File: config.mk
export PLATFORM = sky130hd
export DESIGN_NAME = bus_node_status_supervisor_core
export DESIGN_NICKNAME = d
export VERILOG_FILES = /design/src/rtl/bnss_pkg.sv /design/src/rtl/bnss_ctrl.sv /design/src/rtl/bnss_dp.sv /design/src/rtl/bus_node_status_supervisor_core.sv
export SDC_FILE = /design/constraint.sdc
export NUM_CORES = 1
export LEC_CHECK = 0
export ABC_CLOCK_PERIOD_IN_PS = 5300
export BUFFER_PORTS_ARGS = -buffer_cell sky130_fd_sc_hd__buf_2
export CAP_MARGIN = 30
export CORE_UTILIZATION = 58
export DETAILED_ROUTE_END_ITERATION = 6
export GPL_TIMING_DRIVEN = 0
export PLACE_DENSITY = 0.79
export SLEW_MARGIN = 0
export SYNTH_ARGS = -nofsm -noshare
export SYNTH_HDL_FRONTEND = slang
export SYNTH_SLANG_ARGS = --single-unit
File: constraint.sdc
create_clock -name clk -period 5.3 [get_ports clk]
set_clock_uncertainty 0.2 [all_clocks]
set_input_delay 1.06 -clock clk [delete_from_list [all_inputs] [get_ports clk]]
set_output_delay 1.06 -clock clk [all_outputs]
set_load 0.05 [all_outputs]
File: src/rtl/bnss_pkg.sv
// shared types and constants of the bus node status supervisor
package bnss_pkg;

  localparam int NODE_W  = 4;
  localparam int LIMIT_W = 5;

  localparam logic [7:0] ST_ACTIVE   = 8'h01;
  localparam logic [7:0] ST_TIMEOUT  = 8'h02;
  localparam logic [7:0] ST_MODEFAIL = 8'h04;
  localparam logic [7:0] ST_SENDFAIL = 8'h08;
  localparam logic [7:0] ST_WAITING  = 8'h10;
  localparam logic [7:0] ST_FAULT    = 8'h80;
  localparam logic [7:0] REPLY_KEEP  = 8'hed;
  localparam logic [7:0] NO_NODE     = 8'hff;

  localparam logic [7:0] CAUSE_SILENT = 8'h01;
  localparam logic [7:0] CAUSE_FAULT  = 8'h80;

  localparam logic [3:0] MAX_NODES_RST = 4'd3;

  typedef enum logic [1:0] {
    KIND_POLL  = 2'd0,
    KIND_REPLY = 2'd1,
    KIND_OUT   = 2'd2,
    KIND_MODE  = 2'd3
  } kind_t;

  typedef enum logic [1:0] {
    S_IDLE,
    S_UPDATE,
    S_COUNT
  } state_t;

  typedef struct packed {
    logic load_in;
    logic update;
    logic load_out;
  } dp_cmd_t;

  typedef struct packed {
    logic out_free;
  } dp_sts_t;

endpackage

File: src/rtl/bnss_ctrl.sv
// sequencer of the status supervisor
module bnss_ctrl (
  input  logic              clk,
  input  logic              rst_n,
  input  logic              in_valid,
  output logic              in_ready,
  input  bnss_pkg::dp_sts_t sts,
  output bnss_pkg::dp_cmd_t cmd
);
  import bnss_pkg::*;

  state_t state_r, state_nxt;

  always_ff @(posedge clk) begin
    if (!rst_n) begin
      state_r <= S_IDLE;
    end else begin
      state_r <= state_nxt;
    end
  end

  always_comb begin
    state_nxt    = state_r;
    in_ready     = 1'b0;
    cmd.load_in  = 1'b0;
    cmd.update   = 1'b0;
    cmd.load_out = 1'b0;
    unique case (state_r)
      S_IDLE: begin
        in_ready = 1'b1;
        if (in_valid) begin
          cmd.load_in = 1'b1;
          state_nxt   = S_UPDATE;
        end
      end
      S_UPDATE: begin
        cmd.update = 1'b1;
        state_nxt  = S_COUNT;
      end
      S_COUNT: begin
        if (sts.out_free) begin
          cmd.load_out = 1'b1;
          state_nxt    = S_IDLE;
        end
      end
      default: begin
        state_nxt = S_IDLE;
      end
    endcase
  end

endmodule

File: src/rtl/bnss_dp.sv
// status table, error registers, active count and result register
module bnss_dp #(
  parameter int NODE_SLOTS = 8
) (
  input  logic              clk,
  input  logic              rst_n,
  input  bnss_pkg::dp_cmd_t cmd,
  output bnss_pkg::dp_sts_t sts,
  input  logic [1:0]        in_kind,
  input  logic [3:0]        in_node,
  input  logic              in_received,
  input  logic              in_node_fault,
  input  logic              in_sent,
  input  logic              cfg_wr_en,
  input  logic [3:0]        cfg_wr_data,
  output logic              out_valid,
  input  logic              out_ready,
  output logic [7:0]        out_node_status,
  output logic [3:0]        out_active_count,
  output logic [7:0]        out_last_error_node,
  output logic [7:0]        out_first_error_node,
  output logic [7:0]        out_error_cause,
  output logic              out_rejected
);
  import bnss_pkg::*;

  localparam int IDX_W = (NODE_SLOTS > 1) ? $clog2(NODE_SLOTS) : 1;
  localparam int CNT_W = $clog2(NODE_SLOTS + 1);
  localparam logic [LIMIT_W-1:0] SLOTS_L = LIMIT_W'(NODE_SLOTS);

  logic [7:0]        status_r [NODE_SLOTS];
  logic [3:0]        max_nodes_r;
  logic [7:0]        recent_r, first_r, cause_r;
  kind_t             kind_r;
  logic [3:0]        node_r;
  logic              received_r, fault_r, sent_r;
  logic [7:0]        st_r;
  logic              rej_r;
  logic              out_valid_r;
  logic [7:0]        out_status_r, out_recent_r, out_first_r, out_cause_r;
  logic [3:0]        out_count_r;
  logic              out_rej_r;

  logic [LIMIT_W-1:0] lim;
  logic               rej;
  logic [3:0]         node_m1;
  logic [IDX_W-1:0]   ix;
  logic [7:0]         st_old, st_new;
  logic               err, err_first;
  logic [7:0]         err_cause;
  logic [CNT_W-1:0]   cnt;

  assign lim     = ({1'b0, max_nodes_r} > SLOTS_L) ? SLOTS_L : {1'b0, max_nodes_r};
  assign rej     = (node_r == 4'd0) || ({1'b0, node_r} > lim);
  assign node_m1 = node_r - 4'd1;
  assign ix      = node_m1[IDX_W-1:0];
  assign st_old  = status_r[ix];

  always_comb begin
    st_new    = st_old;
    err       = 1'b0;
    err_cause = CAUSE_SILENT;
    unique case (kind_r)
      KIND_POLL: begin
        st_new = st_old | ST_WAITING;
      end
      KIND_REPLY: begin
        if (received_r) begin
          st_new = (((st_old & ~ST_FAULT) | (fault_r ? ST_FAULT : 8'h00)) & REPLY_KEEP)
                   | ST_ACTIVE;
          err       = fault_r;
          err_cause = CAUSE_FAULT;
        end else if ((st_old & ST_TIMEOUT) != 8'h00) begin
          if ((st_old & ST_ACTIVE) != 8'h00) begin
            st_new = st_old & ~ST_ACTIVE;
            err    = 1'b1;
          end
        end else begin
          st_new = st_old | ST_TIMEOUT;
        end
      end
      KIND_OUT: begin
        st_new = sent_r ? (st_old & ~ST_SENDFAIL) : (st_old | ST_SENDFAIL);
      end
      KIND_MODE: begin
        st_new = sent_r ? (st_old & ~ST_MODEFAIL) : (st_old | ST_MODEFAIL);
      end
      default: begin
        st_new = st_old;
      end
    endcase
  end

  assign err_first = err && (first_r == NO_NODE);

  always_comb begin
    cnt = '0;
    for (int i = 0; i < NODE_SLOTS; i++) begin
      if ((LIMIT_W'(i) < lim) && status_r[i][0]) begin
        cnt = cnt + CNT_W'(1);
      end
    end
  end

  // input capture
  always_ff @(posedge clk) begin
    if (cmd.load_in) begin
      kind_r     <= kind_t'(in_kind);
      node_r     <= in_node;
      received_r <= in_received;
      fault_r    <= in_node_fault;
      sent_r     <= in_sent;
    end
  end

  // node state and error registers
  always_ff @(posedge clk) begin
    if (!rst_n) begin
      for (int i = 0; i < NODE_SLOTS; i++) begin
        status_r[i] <= 8'h00;
      end
      recent_r    <= NO_NODE;
      first_r     <= NO_NODE;
      cause_r     <= 8'h00;
      max_nodes_r <= MAX_NODES_RST;
    end else begin
      if (cfg_wr_en) begin
        max_nodes_r <= cfg_wr_data;
      end
      if (cmd.update && !rej) begin
        status_r[ix] <= st_new;
        if (err) begin
          recent_r <= {4'h0, node_r};
        end
        if (err_first) begin
          first_r <= {4'h0, node_r};
          cause_r <= cause_r | err_cause;
        end
      end
    end
  end

  always_ff @(posedge clk) begin
    if (cmd.update) begin
      st_r  <= rej ? 8'h00 : st_new;
      rej_r <= rej;
    end
  end

  // result register
  always_ff @(posedge clk) begin
    if (!rst_n) begin
      out_valid_r <= 1'b0;
    end else if (cmd.load_out) begin
      out_valid_r <= 1'b1;
    end else if (out_ready) begin
      out_valid_r <= 1'b0;
    end
  end

  always_ff @(posedge clk) begin
    if (cmd.load_out) begin
      out_status_r <= st_r;
      out_count_r  <= 4'(cnt);
      out_recent_r <= recent_r;
      out_first_r  <= first_r;
      out_cause_r  <= cause_r;
      out_rej_r    <= rej_r;
    end
  end

  assign sts.out_free         = !out_valid_r || out_ready;
  assign out_valid            = out_valid_r;
  assign out_node_status      = out_status_r;
  assign out_active_count     = out_count_r;
  assign out_last_error_node  = out_recent_r;
  assign out_first_error_node = out_first_r;
  assign out_error_cause      = out_cause_r;
  assign out_rejected         = out_rej_r;

endmodule

File: src/rtl/bus_node_status_supervisor_core.sv
// top level of the bus node status supervisor
// Each event item updates its node's status byte and the error registers and
// yields one result item. An item is captured when it is accepted in S_IDLE,
// the table is updated in S_UPDATE and the result, with the active count, is
// loaded in S_COUNT once the result register is free, as set by the sequencer
// in bnss_ctrl; out_valid is registered. A new item is taken the cycle after
// the result is loaded, so no new item is taken while one is in work.
// max_nodes is written through cfg_wr_en and cfg_wr_data and resets to 3.
module bus_node_status_supervisor_core #(
  parameter int NODE_SLOTS = 8
) (
  input  logic       clk,
  input  logic       rst_n,
  input  logic       in_valid,
  output logic       in_ready,
  input  logic [1:0] in_kind,
  input  logic [3:0] in_node,
  input  logic       in_received,
  input  logic       in_node_fault,
  input  logic       in_sent,
  output logic       out_valid,
  input  logic       out_ready,
  output logic [7:0] out_node_status,
  output logic [3:0] out_active_count,
  output logic [7:0] out_last_error_node,
  output logic [7:0] out_first_error_node,
  output logic [7:0] out_error_cause,
  output logic       out_rejected,
  input  logic       cfg_wr_en,
  input  logic [3:0] cfg_wr_data
);
  import bnss_pkg::*;

  dp_cmd_t cmd;
  dp_sts_t sts;

  bnss_ctrl u_ctrl (
    .clk      (clk),
    .rst_n    (rst_n),
    .in_valid (in_valid),
    .in_ready (in_ready),
    .sts      (sts),
    .cmd      (cmd)
  );

  bnss_dp #(
    .NODE_SLOTS (NODE_SLOTS)
  ) u_dp (
    .clk                  (clk),
    .rst_n                (rst_n),
    .cmd                  (cmd),
    .sts                  (sts),
    .in_kind              (in_kind),
    .in_node              (in_node),
    .in_received          (in_received),
    .in_node_fault        (in_node_fault),
    .in_sent              (in_sent),
    .cfg_wr_en            (cfg_wr_en),
    .cfg_wr_data          (cfg_wr_data),
    .out_valid            (out_valid),
    .out_ready            (out_ready),
    .out_node_status      (out_node_status),
    .out_active_count     (out_active_count),
    .out_last_error_node  (out_last_error_node),
    .out_first_error_node (out_first_error_node),
    .out_error_cause      (out_error_cause),
    .out_rejected         (out_rejected)
  );

endmodule

==> impl_metrics.yaml, run 1 <==
drt:
  routed_wirelength_um: 12300
  drt-pass1-iter-count: 5
  antenna_left: 0
  vias: 3946
  avgRoutedWirePerCell_um: 17.7
  drcViolationCount: 0
  vias_per_cell: 5.68
  drt_iter0_drc: 358
timing:
  max_freq_mhz: 209
  finalWorstPathRequiredPeriod_ns: 4.77
  final_max_slew_viol_count: 0
  rsz0062_at_grt: "false"
  finalSetupViolCount: 0
  hold_viol: 0
  fin_ws_ns: 0.526
  timing.setup.tns_ns: 0
  maxSlewHeadroom: 0.329
  fin_hold_ws_ns: 0.215
  min_period_over_period: 0.901
  worst_slew_pin_slew_ns: 1.00
clocking:
  htree_levels: 4
  cts_tree: "yes"
  cts-root-buf: "clkbuf_8"
  clk_pin_slew_ns: 0.06
  clock_sinks: 126
  postCtsSetupBuffers: 0
  clk_latency_ns: 0.53
  cts_made_buffers: 17
  cts_hold_buf: 0
  postCtsResizedCells: 0
  ctsLongestPathBuffers: 2
floorplanning:
  die-area_um2: 10500
  fp.dieH_um: 103
  core_area_um2: 9770
  die_w_um: 103
  start_util: 0.601
  rows: 36
  io_pins: 57
logic_synthesis:
  yosys.area_share.simple: 0.154
  synth.area.top_cells: "edfxtp_1 55%, dfxtp_1 6.5%, nor2_1 5.0%"
  syn_area_um2: 5870
  ys_seq_elements: 126
  synth_top_family_by_area: "simple AND/OR/NAND/NOR gates"
  synth_mux_area_frac: 0.0635
  synthDominantCellAreaShare: 0.547
  synthFlopType: "edfxtp_1"
  ys_types: 60
  synth_commonest_cells: "107 x edfxtp_1, 78 x nor2_1, 50 x nand2_1"
  syn_area_per_cell_um2: 12.4
  async_flop_share: 0
  synthAdderAreaFrac: 0.0277
  postSynthCellCount: 475
  ys_seq_area_frac: 0.612
  synth_top_area_cell: "edfxtp_1"
  synth_edf_count: 107
  synth_compound_area_frac: 0.0722
  post-synth-top-count-cell: "edfxtp_1"
  synthXorXnorAreaFrac: 0.0341
  ys_warn_count: 0
worst_setup_path:
  crit_path_max_incr_delay_ns: 0.56
  cp_slowest_cell: "xnor3_2"
  cp.arrival_ns: 4.84
  crit_path_frequent_cell: "ha_1"
  critical_path_class: "reg -> reg"
  crit_path_cell_trace: "buf_2 > or3_1 > o21a_1 > ha_1 > xnor3_2 > inv_1 > ha_1 > xor2_1 > nor3_1 > nor3_1 > ha_1 > nand2_1 > o41ai_4 > ha_1 > mux2_2"
  crit_required_ns: 5.37
  start_kind: "flip-flop"
  cp-end-kind: "flip-flop"
  crit_fanout: 10
pwr:
  ir_drop_v: 0.000268
  power_mw: 2.50
  powerDensity_nw_per_um2: 364
  p_leak_nw: 2.70
global_route:
  track_usage: 0.258
  antenna_found_initial: 0
  grt_start_max_net_pins: 21
  grt-ovfl-total: 0
  grt_pass1_wl_um: 19500
  grt_pass1_vias: 3886
placement:
  gp_congestion: 0.854
  hpwl_um: 8560
  placed_cell_area_um2: 6310
  dp_worst_setup_slack_ns: 0.587
  port_buffers: 48
  dp.cells: 662
cells_and_area:
  final_layout_size_suffix_gt1_frac: 0.230
  nets: 580
  fin_util: 0.703
  antenna_cells: 0
  syn2layout_area_growth_pct: 16.9
  final_area_um2: 6870
  layout.cells.non_filler: 695
flow_run:
  max_cap_viol_count: 0
min_path:
  hp-class: "reg -> reg"
run_status:
  status: "completed"
-- worst paths after layout --
kind / from / end / slack, ns / cells after the start
worst max register to register: u_dp.max_nodes_r[3] / u_dp.out_active_count[1] / 0.53 / 15
worst min-delay path: u_dp.st_r[6] / u_dp.out_node_status[6] / 0.22 / 0
worst min register to register: u_dp.st_r[6] / u_dp.out_node_status[6] / 0.22 / 0
worst max-delay path: u_dp.max_nodes_r[3] / u_dp.out_active_count[1] / 0.53 / 15
-- flip-flops by register name (all words and copies together) (netlist names) --
| signal | flops |
|---|---|
| u_dp.out_first_error_node | 5 |
| u_dp.out_error_cause | 2 |
| u_dp.out_node_status | 8 |
| u_dp.received_r | 1 |
| u_dp.sent_r | 1 |
| u_dp.recent_r | 5 |
| u_ctrl.state_r | 2 |
| u_dp.kind_r | 2 |
| u_dp.cause_r | 2 |
| u_dp.out_valid | 1 |
| u_dp.rej_r | 1 |
| u_dp.node_r | 4 |
| u_dp.out_last_error_node | 5 |
| u_dp.first_r | 5 |
| u_dp.out_active_count | 4 |
| u_dp.st_r | 8 |
| u_dp.max_nodes_r | 4 |
| u_dp.fault_r | 1 |
| u_dp.out_rejected | 1 |
| u_dp.status_r | 64 |
-- critical path, delay by kind of cell, from the launching register on --
kind / cells / cell delay [ns]
fa+ha+maj: 4 / 1.32
xor+xnor: 2 / 0.73
compound gates: 2 / 0.34
buf+inv: 2 / 0.31
flops: 1 / 0.32
mux: 1 / 0.27
simple gates: 4 / 1.03
-- cell type report --
| class | instances | area (um^2) |
|---|---|---|
| Buffer | 31 | 170 |
| Inverter | 11 | 41.3 |
| Sequential cell | 126 | 3590 |
| Fill cell | 647 | 2910 |
| Tap cell | 133 | 166 |
| Clock inverter | 13 | 115 |
| Multi-Input combinational cell | 312 | 2090 |
| Clock buffer | 19 | 432 |
| Timing Repair Buffer | 50 | 260 |
-- kinds of logic after synthesis --
group | after synthesis
AND/OR/NAND/NOR | 192
flip-flops | 126
AO/OA/AOI/OAI | 57
buffers and inverters | 42
multiplexers | 28
XOR/XNOR | 16
adder cells (fa/ha/maj) | 13
other | 1
-- cells in the final DEF, fill, tap and decap left out, types with 8 or more instances in the layout --
master / n
nor2b_1: 8
a21oi_1: 9
clkbuf_1: 10
nor2_1: 78
ha_1: 13
edfxtp_1: 107
buf_2: 55
dfxtp_1: 19
nand2_1: 50
inv_1: 11
nand3_1: 12
clkbuf_16: 16
buf_4: 12
and3_1: 12
mux2i_1: 17
-- metal layers --
metal / up-vias / track usage / share of wire / wire length [um]
met5: - / 0 / 0 / 0
met4: 0 / 0.111 / 0.018 / 227
met3: 21 / 0.0664 / 0.072 / 891
met2: 171 / 0.433 / 0.51 / 6280
met1: 1897 / 0.316 / 0.40 / 4940
li1: 1857 / - / - / -
-- where the power goes --
group	total, mW	leakage (nW)	internal [mW]	switching [mW]
sequential	1.13	1.21	1.11	0.0187
combinational	0.306	1.23	0.104	0.202
clock	1.06	0.260	0.633	0.427
(Power assumes the default switching activity.)
==> run 2: changes to the inputs <==
ABC_AREA = 1   (was default)
TNS_END_PERCENT = 30   (was default)
==> impl_metrics.yaml, run 2 <==
floorplanning:
  start_util: 0.608
  die-area_um2: 10800
  fp.dieH_um: 104
  io_pins: 57
  die_w_um: 104
  core_area_um2: 9910
  rows: 36
worst_setup_path:
  crit_required_ns: 5.37
  cp-end-kind: "flip-flop"
  start_kind: "flip-flop"
  crit_path_max_incr_delay_ns: 0.38
  crit_path_frequent_cell: "inv_1"
  cp.arrival_ns: 4.59
  cp_slowest_cell: "dfxtp_1"
  critical_path_class: "reg -> reg"
  r2r-start: "u_dp.max_nodes_r[3]"
  reg2reg_slack_ns: 0.78
  reg2regPathDepth: 27
  r2r_end: "u_dp.out_active_count[1]"
  path_delay_family: "simple AND/OR/NAND/NOR gates"
  crit_fanout: 5
  cp_num_buf_inv: 6
logic_synthesis:
  syn_area_um2: 6030
  synthDominantCellAreaShare: 0.533
  synth.area.top_cells: "edfxtp_1 53%, nand2_1 7.8%, dfxtp_1 6.3%"
  ys_types: 39
  synth_edf_count: 107
  ys_seq_area_frac: 0.596
  ys_seq_elements: 126
  syn_area_per_cell_um2: 10.0
  synth_commonest_cells: "125 x nand2_1, 107 x edfxtp_1, 90 x nor2_1"
  postSynthCellCount: 601
  synthFlopType: "edfxtp_1"
  ys_warn_count: 0
  synth_top_area_cell: "edfxtp_1"
  post-synth-top-count-cell: "nand2_1"
  async_flop_share: 0
global_route:
  grt_start_max_net_pins: 17
  grt_pass1_vias: 4526
  antenna_found_initial: 0
  grt-ovfl-total: 0
  track_usage: 0.254
  grt_pass1_wl_um: 20800
drt:
  routed_wirelength_um: 13000
  antenna_left: 0
  drcViolationCount: 0
  drt-pass1-iter-count: 5
  avgRoutedWirePerCell_um: 15.7
  vias_per_cell: 5.45
  drt_iter0_drc: 297
  vias: 4487
cells_and_area:
  nets: 709
  regMostFlops: "u_dp.status_r"
  final_area_um2: 7130
  layout.cells.non_filler: 824
  final_common_cell: "nand2_1"
  syn2layout_area_growth_pct: 18.3
  fin_util: 0.719
  largest_reg_flops: 64
  layout_common_cells: "125 x nand2_1, 107 x edfxtp_1, 90 x nor2_1"
  antenna_cells: 0
  final_layout_size_suffix_gt1_frac: 0.217
min_path:
  hp-class: "reg -> reg"
  hold_path_end: "u_dp.out_rejected"
  min_from: "u_dp.rej_r"
  whs_path_depth: 0
timing:
  finalSetupViolCount: 0
  hold_viol: 0
  rsz0062_at_grt: "false"
  fin_hold_ws_ns: 0.214
  timing.setup.tns_ns: 0
  worst_slew_pin_slew_ns: 0.995
  finalWorstPathRequiredPeriod_ns: 4.52
  min_period_over_period: 0.853
  final_max_slew_viol_count: 0
  maxSlewHeadroom: 0.334
  max_freq_mhz: 221
placement:
  dp.cells: 792
  gp_congestion: 0.854
  port_buffers: 50
  placed_cell_area_um2: 6490
  hpwl_um: 9260
clocking:
  clk_pin_slew_ns: 0.06
  clk_latency_ns: 0.53
  cts_made_buffers: 17
  htree_levels: 4
  cts_tree: "yes"
  ctsLongestPathBuffers: 2
  postCtsSetupBuffers: 0
  postCtsResizedCells: 0
  cts_hold_buf: 0
  clock_sinks: 126
  cts-root-buf: "clkbuf_8"
run_status:
  status: "completed"
pwr:
  powerDensity_nw_per_um2: 372
  ir_drop_v: 0.000256
  p_leak_nw: 3.08
flow_run:
  max_cap_viol_count: 0
==> run 2: changes by cell type in the layout (fill, tap and decap cells not counted), moves of 8 or more <==
cell      change
and3_1       -12
clkbuf_1      -8
inv_1        +72
mux2i_1      -17
nand2_1      +75
nand2_2      +17
nand3_1      +11
nand3_2       +8
nor2_1       +12
nor2b_1       -8
==> run 2: metrics by stage <==
stage | total power, mW | setup slack (ns)
final | 2.65 | 0.777
after global routing | 2.73 | 0.477
after CTS | 2.65 | 0.791
after detailed placement | 1.43 | 0.796
after global placement | 1.42 | 0.842
after floorplan | 1.36 | 1.21
==> run 2: routing by layer <==
layer,track usage,up-vias,wire length (um)
met3,0.0620,34,848
met1,0.295,2124,5070
met4,0.128,0,384
met5,0,-,0
li1,-,2147,-
met2,0.438,182,6670
==> run 2: layout make-up <==
type | count | area [um^2]
Tap cell | 133 | 166
Sequential cell | 126 | 3590
Clock buffer | 17 | 414
Clock inverter | 15 | 219
Timing Repair Buffer | 53 | 277
Fill cell | 684 | 2780
Buffer | 14 | 97.6
Inverter | 89 | 335
Multi-Input combinational cell | 377 | 2020
==> run 2: how the worst max path moves through the flow <==
| stage | from | end | slack (ns) | cells after the start |
|---|---|---|---|---|
| global route | u_dp.max_nodes_r[3] | u_dp.out_active_count[1] | 0.48 | 27 |
| global placement | out_ready | u_dp.out_active_count[3] | 0.84 | 3 |
| CTS | u_dp.max_nodes_r[3] | u_dp.out_active_count[1] | 0.79 | 27 |
| floorplan | u_dp.max_nodes_r[3] | u_dp.out_active_count[1] | 1.21 | 26 |
| finish | u_dp.max_nodes_r[3] | u_dp.out_active_count[1] | 0.78 | 27 |
| detailed placement | u_dp.max_nodes_r[3] | u_dp.out_active_count[1] | 0.80 | 27 |
==> run 2: where the power goes <==
part | internal [mW] | switching (mW)
Combinational | 0.0784 | 0.209
Sequential | 1.11 | 0.0187
Clock | 0.808 | 0.423
Total | 2.00 | 0.650
==> run 2: logic make-up after synthesis <==
kind of cell	synth area share
AOI/OAI and AO/OA	0.0640
xor gates and xnor gates	0.00145
adders and majority gates	0.0270
buffers and inverters	0.0718
DFF	0.596
other	0.000622
and+or+nand+nor	0.239
